<file path="src/design/conv3x3_saturating_filter_defines.svh">
// ----------------------------------------------------------------------------
// conv3x3 saturating filter assertion macros
// Concurrent check wrappers shared by the filter modules; they expand to
// nothing when the design is read for synthesis.
// ----------------------------------------------------------------------------
`ifndef CONV3X3_SATURATING_FILTER_DEFINES_SVH
`define CONV3X3_SATURATING_FILTER_DEFINES_SVH

`ifndef SYNTHESIS

// same-cycle implication
`define CFSF_ASSERT_IMP(lbl, clk, rst, ante, cons) \
   lbl: assert property (@(posedge clk) disable iff (rst) (ante) |-> (cons)) \
      else $error("cfsf check failed");

// next-cycle implication
`define CFSF_ASSERT_NXT(lbl, clk, rst, ante, cons) \
   lbl: assert property (@(posedge clk) disable iff (rst) (ante) |=> (cons)) \
      else $error("cfsf check failed");

`else

`define CFSF_ASSERT_IMP(lbl, clk, rst, ante, cons)
`define CFSF_ASSERT_NXT(lbl, clk, rst, ante, cons)

`endif

`endif

</file>
<file path="src/design/cfsf_pkg.sv">
`timescale 1ns / 1ps
// ----------------------------------------------------------------------------
// cfsf_pkg
// Shared constants, register indexes and beat / pipeline types of the filter.
// ----------------------------------------------------------------------------
package cfsf_pkg;

   localparam int SAMPLE_W   = 8;
   localparam int LINE_DEPTH = 4096;
   localparam int LINE_AW    = $clog2(LINE_DEPTH);
   localparam int LEN_W      = LINE_AW + 1;
   localparam int MAX_CH     = 4;
   localparam int CH_W       = $clog2(MAX_CH);
   localparam int TAPS       = 9;
   localparam int PROD_W     = 17;
   localparam int ROW_W      = 18;
   localparam int SUM_W      = 20;
   localparam int BEAT_W     = 3;
   localparam int FIFO_DEPTH = 8;
   localparam int FIFO_AW    = $clog2(FIFO_DEPTH);
   localparam int OCC_W      = $clog2(FIFO_DEPTH + 1);

   localparam int WIDTH_W    = 11;
   localparam int HEIGHT_W   = 16;
   localparam int CHAN_W     = 3;
   localparam int COEF_W     = 24;
   localparam int MIN_WIDTH  = 3;
   localparam int MAX_WIDTH  = 1024;
   localparam int MIN_HEIGHT = 3;

   localparam logic [WIDTH_W-1:0]  RST_IMAGE_WIDTH   = WIDTH_W'(640);
   localparam logic [HEIGHT_W-1:0] RST_IMAGE_HEIGHT  = HEIGHT_W'(480);
   localparam logic [CHAN_W-1:0]   RST_CHANNEL_COUNT = CHAN_W'(3);
   localparam logic [COEF_W-1:0]   RST_COEF_TOP      = 24'h00FF00;
   localparam logic [COEF_W-1:0]   RST_COEF_MID      = 24'hFF04FF;
   localparam logic [COEF_W-1:0]   RST_COEF_BOT      = 24'h00FF00;

   typedef logic [2:0] csr_index_type;

   localparam csr_index_type CSR_IMAGE_WIDTH   = 3'd0;
   localparam csr_index_type CSR_IMAGE_HEIGHT  = 3'd1;
   localparam csr_index_type CSR_CHANNEL_COUNT = 3'd2;
   localparam csr_index_type CSR_COEF_TOP_ROW  = 3'd3;
   localparam csr_index_type CSR_COEF_MID_ROW  = 3'd4;
   localparam csr_index_type CSR_COEF_BOT_ROW  = 3'd5;

   typedef struct packed {
      logic [SAMPLE_W-1:0] pixel_sample;
      logic                frame_start;
   } req_beat_type;

   typedef struct packed {
      logic [SAMPLE_W-1:0] out_sample;
      logic                run_last;
      logic                frame_last;
   } rsp_beat_type;

   typedef struct packed {
      logic [COEF_W-1:0] top;
      logic [COEF_W-1:0] mid;
      logic [COEF_W-1:0] bot;
   } coef_set_type;

   // what one sample causes on the result side
   typedef struct packed {
      logic              has_main;
      logic              interior;
      logic [CHAN_W-1:0] zero_cnt;
      logic              has_own;
      logic              frame_end;
   } ev_type;

   typedef struct packed {
      logic                valid;
      logic [LINE_AW-1:0]  addr;
      logic [SAMPLE_W-1:0] pix;
      logic [CH_W-1:0]     ch;
      ev_type              ev;
   } pos_type;

   typedef struct packed {
      logic                         valid;
      ev_type                       ev;
      logic [TAPS-1:0][PROD_W-1:0]  prod;
   } prod_type;

   typedef struct packed {
      logic [SAMPLE_W-1:0] val;
      logic [BEAT_W-1:0]   beats;
      logic                frame_end;
   } desc_type;

endpackage

</file>
<file path="src/design/cfsf_track.sv">
`timescale 1ns / 1ps
// ----------------------------------------------------------------------------
// cfsf_track
// Frame geometry, row and sample counters, and per-sample result flags.
// ----------------------------------------------------------------------------
`include "conv3x3_saturating_filter_defines.svh"

module cfsf_track import cfsf_pkg::*; (
   input  logic                clock,
   input  logic                reset,
   input  logic                accept,
   input  req_beat_type        req_beat,
   input  logic [WIDTH_W-1:0]  image_width,
   input  logic [HEIGHT_W-1:0] image_height,
   input  logic [CHAN_W-1:0]   channel_count,
   output pos_type             pos
);

   localparam int DIGITS = (LINE_AW + 1) / 2;

   logic [CHAN_W-1:0]   chans;
   logic [WIDTH_W-1:0]  pixels;
   logic [LEN_W-1:0]    row_len;
   logic [HEIGHT_W-1:0] rows;
   logic [LINE_AW-1:0]  last_col;
   logic [HEIGHT_W-1:0] last_row;

   logic [LINE_AW-1:0]  col_ff, col_in, col_start, col_cur;
   logic [HEIGHT_W-1:0] row_ff, row_in, row_start, row_cur;
   logic [HEIGHT_W:0]   row_step, row_next;
   logic [LEN_W-1:0]    col_next;

   logic                s1_valid_ff;
   logic [LINE_AW-1:0]  s1_col_ff;
   logic [HEIGHT_W-1:0] s1_row_ff;
   logic [SAMPLE_W-1:0] s1_pix_ff;

   logic [CH_W-1:0]     ch;
   logic                row_nz, row_end;
   ev_type              ev;

   function automatic logic [1:0] mod3(input logic [LINE_AW-1:0] v);
      logic [2*DIGITS-1:0] ve;
      logic [5:0]          acc;
      logic [3:0]          t;
      logic [2:0]          u;
      logic [1:0]          m;
      ve  = (2*DIGITS)'(v);
      acc = '0;
      for (int i = 0; i < DIGITS; i++) begin
         acc = acc + 6'(ve[2*i +: 2]);
      end
      t = 4'(acc[1:0]) + 4'(acc[3:2]) + 4'(acc[5:4]);
      u = 3'(t[1:0]) + 3'(t[3:2]);
      case (u)
         3'd0, 3'd3: m = 2'd0;
         3'd1, 3'd4: m = 2'd1;
         3'd2, 3'd5: m = 2'd2;
         default:    m = 2'd0;
      endcase
      return m;
   endfunction

   // clamped geometry
   always_comb begin
      chans = channel_count;
      if (channel_count == '0) begin
         chans = CHAN_W'(1);
      end else if (channel_count > CHAN_W'(MAX_CH)) begin
         chans = CHAN_W'(MAX_CH);
      end
      pixels = image_width;
      if (image_width < WIDTH_W'(MIN_WIDTH)) begin
         pixels = WIDTH_W'(MIN_WIDTH);
      end else if (image_width > WIDTH_W'(MAX_WIDTH)) begin
         pixels = WIDTH_W'(MAX_WIDTH);
      end
      case (chans)
         3'd1:    row_len = LEN_W'(pixels);
         3'd2:    row_len = LEN_W'({pixels, 1'b0});
         3'd3:    row_len = LEN_W'(pixels) + LEN_W'({pixels, 1'b0});
         default: row_len = LEN_W'({pixels, 2'b00});
      endcase
      rows     = (image_height < HEIGHT_W'(MIN_HEIGHT)) ? HEIGHT_W'(MIN_HEIGHT) : image_height;
      last_col = LINE_AW'(row_len - 1'b1);
      last_row = rows - 1'b1;
   end

   // position of the incoming sample and the counters after it
   always_comb begin
      col_start = req_beat.frame_start ? '0 : col_ff;
      row_start = req_beat.frame_start ? '0 : row_ff;
      if ({1'b0, col_start} >= row_len) begin
         col_cur  = '0;
         row_step = {1'b0, row_start} + 1'b1;
      end else begin
         col_cur  = col_start;
         row_step = {1'b0, row_start};
      end
      row_cur  = (row_step >= {1'b0, rows}) ? '0 : row_step[HEIGHT_W-1:0];
      col_next = {1'b0, col_cur} + 1'b1;
      row_next = {1'b0, row_cur} + 1'b1;
      col_in   = col_ff;
      row_in   = row_ff;
      if (accept) begin
         if (col_next >= row_len) begin
            col_in = '0;
            row_in = (row_next >= {1'b0, rows}) ? '0 : row_next[HEIGHT_W-1:0];
         end else begin
            col_in = col_next[LINE_AW-1:0];
            row_in = row_cur;
         end
      end
   end

   always_ff @(posedge clock) begin
      if (reset) begin
         col_ff      <= '0;
         row_ff      <= '0;
         s1_valid_ff <= 1'b0;
      end else begin
         col_ff      <= col_in;
         row_ff      <= row_in;
         s1_valid_ff <= accept;
      end
      if (accept) begin
         s1_col_ff <= col_cur;
         s1_row_ff <= row_cur;
         s1_pix_ff <= req_beat.pixel_sample;
      end
   end

   // channel of the sample and what it emits
   always_comb begin
      case (chans)
         3'd1:    ch = '0;
         3'd2:    ch = CH_W'(s1_col_ff[0]);
         3'd3:    ch = mod3(s1_col_ff);
         default: ch = s1_col_ff[CH_W-1:0];
      endcase
      row_nz       = s1_row_ff != '0;
      row_end      = s1_col_ff == last_col;
      ev.has_main  = row_nz && ({1'b0, s1_col_ff} >= LEN_W'(chans));
      ev.interior  = (s1_row_ff >= HEIGHT_W'(2)) && ({1'b0, s1_col_ff} >= LEN_W'({chans, 1'b0}));
      ev.zero_cnt  = (row_nz && row_end) ? chans : '0;
      ev.has_own   = s1_row_ff == last_row;
      ev.frame_end = ev.has_own && row_end;
   end

   assign pos.valid = s1_valid_ff;
   assign pos.addr  = s1_col_ff;
   assign pos.pix   = s1_pix_ff;
   assign pos.ch    = ch;
   assign pos.ev    = ev;

   `CFSF_ASSERT_IMP(a_col_in_row, clock, reset, s1_valid_ff, s1_col_ff <= last_col)
   `CFSF_ASSERT_NXT(a_frame_start_home, clock, reset, accept && req_beat.frame_start, s1_col_ff == '0 && s1_row_ff == '0)

endmodule

</file>
<file path="config.mk">
export PLATFORM = sky130hd
export DESIGN_NAME = cfsf_track
export DESIGN_NICKNAME = d
export VERILOG_FILES = /design/src/design/cfsf_pkg.sv /design/src/design/cfsf_track.sv
export VERILOG_INCLUDE_DIRS = /design/src /design/src/design
export SDC_FILE = /design/constraint.sdc
export NUM_CORES = 1
export LEC_CHECK = 0
export BUFFER_PORTS_ARGS = -buffer_cell sky130_fd_sc_hd__buf_4
export CAP_MARGIN = 10
export CORE_MARGIN = 10
export CORE_UTILIZATION = 25
export CTS_CLUSTER_DIAMETER = 30
export CTS_CLUSTER_SIZE = 40
export DETAILED_ROUTE_END_ITERATION = 8
export GPL_TIMING_DRIVEN = 1
export PLACE_DENSITY = 0.37
export SLEW_MARGIN = 15
export SYNTH_ARGS = -nofsm -noshare
export SYNTH_HDL_FRONTEND = slang
export SYNTH_SLANG_ARGS = --single-unit
</file>
<file path="constraint.sdc">
create_clock -name clock -period 11.87 [get_ports clock]
set_input_delay 1.7805 -clock clock [delete_from_list [all_inputs] [get_ports clock]]
set_output_delay 1.7805 -clock clock [all_outputs]
set_load 0.05 [all_outputs]
</file>
---- After elaboration in Yosys (flattened, before gate mapping) ----
Index checks and enable logic that the tools add are counted.
word-level totals
  bits in registers ....................... 65
  bits of input ports ..................... 42
  output and inout bits ................... 30
  logic and storage cells ................. 65
cells by class
  add/subtract/negate cells ............... 14
  order comparisons ....................... 11
  eq/ne operators ......................... 9
  multiplexer cells ....................... 17
  reduce and logical (&&, ||, !) cells .... 8
operators by type and width
  kind                     count
  $mux W16                 5
  $pmux W13 S3             1
  $mux W12                 3
  $add A16 B1 Y17 const B  2
  $ge A17 B16 Y1           2
  $mux W11                 2
  $mux W17                 1
  $eq A16 B16 Y1           1
  $ge A16 B2 Y1 const B    1
  $lt A16 B2 Y1 const B    1
  $reduce_bool A16 Y1      1
  $sub A16 B1 Y16 const B  1
  $add A11 B12 Y13         1
  $add A12 B1 Y13 const B  1
  $ge A12 B13 Y1           1
  $ge A13 B13 Y1           1
  $eq A12 B12 Y1           1
  $ge A12 B3 Y1            1
  $ge A12 B4 Y1            1
  $sub A12 B1 Y12 const B  1
  $gt A11 B11 Y1 const B   1
  $lt A11 B2 Y1 const B    1
  $add A2 B2 Y3            3
  $eq A3 B2 Y1 const B     3
  13 further kinds         22

---- Logic depth before layout (Yosys ltp) ----
Gate-level depths: netlist (run 1).
  depth after elaboration ................. 13
  depth in mapped cells ................... 47

---- Worst setup path before layout (run 1) ----
Ideal clock, no wire load.
  path kind ............................... input to register
  from .................................... input port image_width[2]
  to ...................................... register row_ff[3]
  setup time .............................. 0.088 ns
  data arrival time ....................... 10.566 ns
  required time ........................... 11.782 ns
  path slack .............................. 1.215 ns
  stages .................................. 43
  cell sequence ........................... nor4_2 > a21oi_1 > nor2_1 > ha_1 > inv_1 > fa_1 > nor2b_1 > o21a_1 > o211ai_1 > and3_1 > o31ai_1 > nand4_1 > a21oi_1 > a21oi_1 > ha_1 > a21o_1 > nor2b_1 > nor3_4 > [... 7 more ...] > o211ai_1 > a21oi_1 > and2_1 > ha_1 > and4b_1 > and3_2 > and3_2 > xor2_2 > ha_1 > a211oi_1 > nand2_1 > a21oi_1 > a21oi_1 > or4_1 > a31oi_4 > buf_6 > nand2_1 > a311oi_2
on the way
  word-level cells in the longest chain between the ends .. 13
  elaborated cells on any way between the ends .. 17
  classes of those cells .................. add/sub (3); order compare (6); mux (8)
RTL lines
  item                  line               source
  from (decl)           cfsf_track.sv:13   input logic [WIDTH_W-1:0] image_width,
  $gt A11 B11 Y1        cfsf_track.sv:75   end else if (image_width > WIDTH_W'(MAX_WIDTH)) begin
  $mux W11              cfsf_track.sv:75
  $mux W11 (*)          cfsf_track.sv:73   if (image_width < WIDTH_W'(MIN_WIDTH)) begin
  $add A11 B12 Y13      cfsf_track.sv:81   3'd3: row_len = LEN_W'(pixels) + LEN_W'({pixels, 1'b0});
  $pmux W13 S3 (*)      cfsf_track.sv:78   case (chans)
  $ge A12 B13 Y1 (*)    cfsf_track.sv:93   if ({1'b0, col_start} >= row_len) begin
  $mux W17 (*)          cfsf_track.sv:93
  $ge A17 B16 Y1        cfsf_track.sv:100  row_cur = (row_step >= {1'b0, rows}) ? '0 : row_step[HEIGHT_W-1:0];
  $mux W16 (*)          cfsf_track.sv:100
  via row_cur[1]        cfsf_track.sv:29   logic [HEIGHT_W-1:0] row_ff, row_in, row_start, row_cur;
  $add A16 B1 Y17 (*)   cfsf_track.sv:102  row_next = {1'b0, row_cur} + 1'b1;
  $ge A17 B16 Y1        cfsf_track.sv:108  row_in = (row_next >= {1'b0, rows}) ? '0 : row_next[HEIGHT_W-1:0];
  $mux W16 (*)          cfsf_track.sv:108
  $mux W16 (*)          cfsf_track.sv:106  if (col_next >= row_len) begin
  to (signal assigned)  cfsf_track.sv:123  row_ff <= row_in;
  to (decl)             cfsf_track.sv:29
Mark *: on every way through the listed nets, which the timed path passes. The rest lies on a longest branch.
A chain may end at the register's enable or synchronous reset.

---- Worst setup path after layout (run 1) ----
  from .................................... input port image_width[5]
  to ...................................... register row_ff[3]
Same word-level chain as after synthesis.

==> results_dict.tcl, run 1 <==
set metrics [dict create \
    track_usage 0.143 \
    clockPowerShare 0.309 \
    leakagePower_uw 0.00380 \
    diodes 0 \
    ios 72 \
    setup_viol 0 \
    synth-compound-area-share 0.201 \
    power_frac_comb 0.392 \
    io_buffers 71 \
    yosys_most_used_dff "edfxtp_1" \
    syn_avg_cell_area_um2 8.31 \
    synth_top_cell_by_area "ha_1" \
    crit_type "in2reg" \
    cp_max_fo 16 \
    yosys.area_share.adder 0.167 \
    min_period_ns 10.95 \
    synth.ff_latch_count 65 \
    grt_pass1_vias 7114 \
    vias 7142 \
    ir_drop_v 0.0000568 \
    drtIter0Drc 379 \
    synth_top_family_by_area "simple AND/OR/NAND/NOR gates" \
    met1_usage 0.205 \
    cts.sinks 65 \
    ys_seq_area_frac 0.212 \
    cts_tree "yes" \
    fin_hold_ws_ns 0.477 \
    setup_ws_ns 0.924 \
    grt_max_degree 96 \
    synthSimpleGateAreaFrac 0.268 \
    cts_buffers 9 \
    path_clk_slew_ns 0.05 \
    finalSetupTns_ns 0 \
    ys_warn_count 0 \
    drv_cap 0 \
    syn_area_um2 7820 \
    async_reset_ff_frac 0 \
    start_util 0.254 \
    muxShareOfSynthArea 0.0142 \
    max_stage_delay_ns 0.52 \
    synth-edff-count 36 \
    gp_congestion 0.851 \
    netlist_instances 941 \
    dpl.hpwl_mm 22.5 \
    synth_area_leaders "ha_1 (14%), edfxtp_1 (14%), dfxtp_1 (7.4%), xnor2_1 (5.0%), nor2_1 (3.6%)" \
    htree_levels 3 \
    synth_cell_type_count 94 \
    final_max_slew_viol_count 0 \
    cp.required_ns 12.12 \
    use_met3 0.0204 \
    synth.most_common_cell "ha_1" \
    finalHoldViolCount 0 \
    drtAntennaViolNets 0 \
    drt-vias-per-instance 5.06 \
    grt-busiest-layer "met2" \
    wl_mm 27.6 \
    p_sw_frac 0.369 \
    worst_slew_pin_slew_ns 1.09 \
    cts_buffer_depth 2 \
    grt_pass1_wl_mm 43.5 \
    rsz0062_at_grt "false" \
    cp_slowest_cell "or4_1" \
    p_int_uw 555 \
    synth_nets 1081 \
    outcome "completed" \
    startpoint_type "input port" \
    die_h_um 197 \
    switching_power_uw 324 \
    antenna_found_initial 0 \
    synthXorXnorAreaFrac 0.0809 \
    post-place-ws_ns 0.0785 \
    skew_ns 0.0101 \
    root_buffer "clkbuf_16" \
    finalCritPeriodShare 0.922 \
    dr.pass1.iters 5 \
    cp-end-kind "register" \
    grt_overflow_total 0 \
    nets 1151 \
    wl_per_cell_um 19.5 \
    die_x_um 197 \
    rows 64 \
    die_area_um2 38800 \
    total_power_uw 878 \
    layout-area-overhead-vs-synth_pct 17.3 \
    p_seq_frac 0.299 \
    p_per_area_nw_per_um2 95.7 \
    max_slew_margin 0.274 \
    synth_commonest_cells "ha_1 (87), nor2_1 (74), nand2_1 (68)" \
    synth_top_cell_area_share 0.139 \
    fmax_ghz 0.0914 \
    clock_latency_ns 0.35 \
    hp-class "reg2reg" \
    drc 0 \
    core_area_um2 30700 \
    met2_usage 0.221 \
    drive_gt1_frac 0.169 \
    arrival_ns 11.20 \
]
[sequential cells by signal, indices dropped and copies added (netlist names)]
register     cells
col_ff          12
row_ff          16
s1_col_ff       12
s1_pix_ff        8
s1_row_ff       16
s1_valid_ff      1
[final cells by class]
class | count | area [µm²]
clock inverters | 4 | 43.8
clock buffers | 12 | 246
well taps | 396 | 495
flip-flops and latches | 65 | 1660
multi-input cells | 770 | 5740
repair buffers | 98 | 736
fillers | 3338 | 21600
inverters | 67 | 251
[cell families after synthesis]
group                    Yosys count
XOR/XNOR                          69
multiplexers                      11
buffers and inverters            106
adder cells (fa/ha/maj)           98
AND/OR/NAND/NOR                  378
AO/OA/AOI/OAI                    214
flip-flops                        65
[routing by layer]
metal	wire, µm	up-vias	part of all wire
met1	14200	3446	0.51
met3	907	15	0.033
met4	279	0	0.010
li1	-	3575	-
met5	0	-	0
met2	12200	106	0.44
[power by group through the flow]
stage	registers [µW]	clock network [µW]	logic, µW
2_1_floorplan	276	0	236
3_3_place_gp	267	0	348
6_report	262	271	345
4_1_cts	262	284	348
3_5_place_dp	267	0	346
5_1_grt	264	290	391
[critical path: cells and delay by family]
family / cells / cell delay, ns
simple gates: 15 / 3.61
xor+xnor: 1 / 0.18
fa+ha+maj: 6 / 1.72
compound gates: 17 / 2.91
buf+inv: 6 / 0.97
[layout by cell type, fill, tap and decap left out, types with 7 or more instances in the layout]
cell and n:
a211oi_1 20, a211oi_2 9, a21o_1 16, a21oi_1 52
a22oi_1 9, a31oi_1 8, and2_1 15, buf_4 98
clkbuf_16 9, dfxtp_1 29, edfxtp_1 36, fa_1 11
ha_1 87, inv_1 67, mux2i_1 10, nand2_1 68
nand2b_1 21, nand3_1 34, nand3b_1 7, nand4_1 25
nor2_1 73, nor2b_1 39, nor3_1 29, nor4_1 13
o211ai_1 7, o21a_1 10, o21ai_0 31, xnor2_1 45
xor2_1 20
[path summary, 6_finish.rpt]
check        slack, ns                   start                      to  cells past startpoint
min reg2reg       0.48  col_ff[5]$_SDFFE_PP0P_  col_ff[5]$_SDFFE_PP0P_                      2
max reg2reg       4.24  row_ff[0]$_SDFFE_PP0P_  row_ff[3]$_SDFFE_PP0P_                     32
min               0.48  col_ff[5]$_SDFFE_PP0P_  col_ff[5]$_SDFFE_PP0P_                      2
max               0.92          image_width[5]  row_ff[3]$_SDFFE_PP0P_                     45
[metrics by stage]
step	cell area (µm²)	cells	util
6_report	9170	1412	0.298
5_1_grt	9170	1412	0.298
4_1_cts	9140	1410	0.297
3_3_place_gp	8850	1394	0.288
2_1_floorplan	7820	941	-
3_5_place_dp	8850	1394	0.288
[repair_timing]
action / 4_1_cts / 5_1_grt
setup endpoints to repair: 0 / 16
resized for setup: 0 / 3
hold endpoints to repair: 0 / 0
buffers inserted: 0 / 2
hold buffers: 0 / 0
Note: power is estimated with default switching activity, not from simulation.
==> inputs of run 2 (changes only) <==
Settings changed: CORE_MARGIN 10 to unset, CTS_CLUSTER_DIAMETER 30 to 200.
==> results_dict.tcl, run 2 (synthesis results as in run 1) <==
set metrics [dict create \
    outcome "completed" \
    startpoint_type "input port" \
    ios 72 \
    drive_gt1_frac 0.166 \
    crit_type "in2reg" \
    path_clk_slew_ns 0.06 \
    root_buffer "clkbuf_16" \
    mostFrequentLayoutCell "buf_4" \
    final_max_slew_viol_count 0 \
    finalCritPeriodShare 0.931 \
    cts.sinks 65 \
    rows 64 \
    die_area_um2 32000 \
    reg2reg_slack_ns 4.07 \
    cp.required_ns 12.13 \
    core_area_um2 30700 \
    post-place-ws_ns 0.183 \
    fin_hold_ws_ns 0.472 \
    hold_path_end "col_ff[0]$_SDFFE_PP0P_" \
    start_util 0.255 \
    startpoint "image_width[2]" \
    min_period_ns 11.05 \
    p_per_area_nw_per_um2 95.0 \
    drc 0 \
    stdcell_count 1412 \
    max_slew_margin 0.321 \
    htree_levels 3 \
    cp_max_fo 16 \
    finalSetupTns_ns 0 \
    final_cell_mix "buf_4 (97), ha_1 (87), nor2_1 (73)" \
    track_usage 0.170 \
    setup_viol 0 \
    top_regs "row_ff (16), s1_row_ff (16)" \
    die_x_um 179 \
    arrival_ns 11.31 \
    grt_pass1_vias 6911 \
    grt_max_degree 88 \
    hp-start "col_ff[0]$_SDFFE_PP0P_" \
    drt-vias-per-instance 5.04 \
    diodes 0 \
    fmax_ghz 0.0905 \
    cp-end-kind "register" \
    drv_cap 0 \
    hp-class "reg2reg" \
    cts_tree "yes" \
    nets 1151 \
    io_buffers 71 \
    rsz0062_at_grt "false" \
    max_stage_delay_ns 0.52 \
    r2r-start "row_ff[0]$_SDFFE_PP0P_" \
    leakagePower_uw 0.00379 \
    crit_path_frequent_cell "ha_1" \
    reg2reg_depth 32 \
    final_area_um2 9160 \
    wl_mm 26.9 \
    setup_ws_ns 0.817 \
    vias 7112 \
    dpl.hpwl_mm 21.7 \
    placed_cells 1392 \
    wl_per_cell_um 19.0 \
    layout-area-overhead-vs-synth_pct 17.1 \
    clock_latency_ns 0.35 \
    grt_overflow_total 0 \
    worst_slew_pin_slew_ns 1.02 \
    postCtsHoldBufs 0 \
    r2r-end "row_ff[7]$_SDFFE_PP0P_" \
    skew_ns 0.00907 \
    dr.pass1.iters 5 \
    gp_congestion 0.852 \
    drtIter0Drc 536 \
    ir_drop_v 0.0000630 \
    die_h_um 179 \
    drtAntennaViolNets 0 \
    cp_slowest_cell "or4_1" \
    cts_buffers 9 \
    finalHoldViolCount 0 \
    place_area_um2 8840 \
    cts_buffer_depth 2 \
    antenna_found_initial 0 \
    grt_pass1_wl_mm 40.8 \
    hold_path_depth 2 \
]
[run 2: cell type report]
class                   instances  area, µm²
repair buffers                 97        728
clock inverters                 5       46.3
inverters                      67        251
fillers                      3316      21500
multi-input cells             771       5750
flip-flops and latches         65       1660
well taps                     396        495
clock buffers                  11        233
[run 2: how the worst max path moves through the flow]
stage,to,slack (ns),depth (start not counted)
after floorplan,row_ff[3]$_SDFFE_PP0P_,1.22,43
after global placement,row_ff[3]$_SDFFE_PP0P_,0.14,45
after detailed placement,row_ff[9]$_SDFFE_PP0P_,0.18,44
after CTS,row_ff[0]$_SDFFE_PP0P_,0.49,44
after global routing,row_ff[9]$_SDFFE_PP0P_,0.03,46
final,row_ff[7]$_SDFFE_PP0P_,0.82,45
[run 2: critical path, delay by kind of cell]
family | cells | cell delay (ns)
adder cells (fa/ha/maj) | 6 | 1.65
XOR/XNOR | 2 | 0.50
AO/OA/AOI/OAI | 17 | 2.88
buffers and inverters | 5 | 0.76
AND/OR/NAND/NOR | 15 | 3.70
[run 2: what timing repair did]
action	in CTS	in global routing
setup buffers	0	3
setup endpoints to repair	0	16
gates resized for setup	0	3
[run 2: routing by layer]
layer	wire (µm)	track usage	up-vias
met1	13400	0.240	3342
met4	431	0.0480	0
met5	0	0	-
li1	-	-	3569
met3	1320	0.0265	26
met2	11800	0.264	175
[run 2: report_power, final]
group | leakage (µW) | switching (µW) | internal (µW)
Clock | 0.000136 | 103 | 160
Sequential | 0.000598 | 13.0 | 249
Combinational | 0.00306 | 206 | 139
[run 2: through the flow]
step                total power (µW)   util
finish                           871  0.299
detailed placement               612  0.288
floorplan                        512      -
global route                     927  0.299
CTS                              882  0.297
global placement                 615  0.288
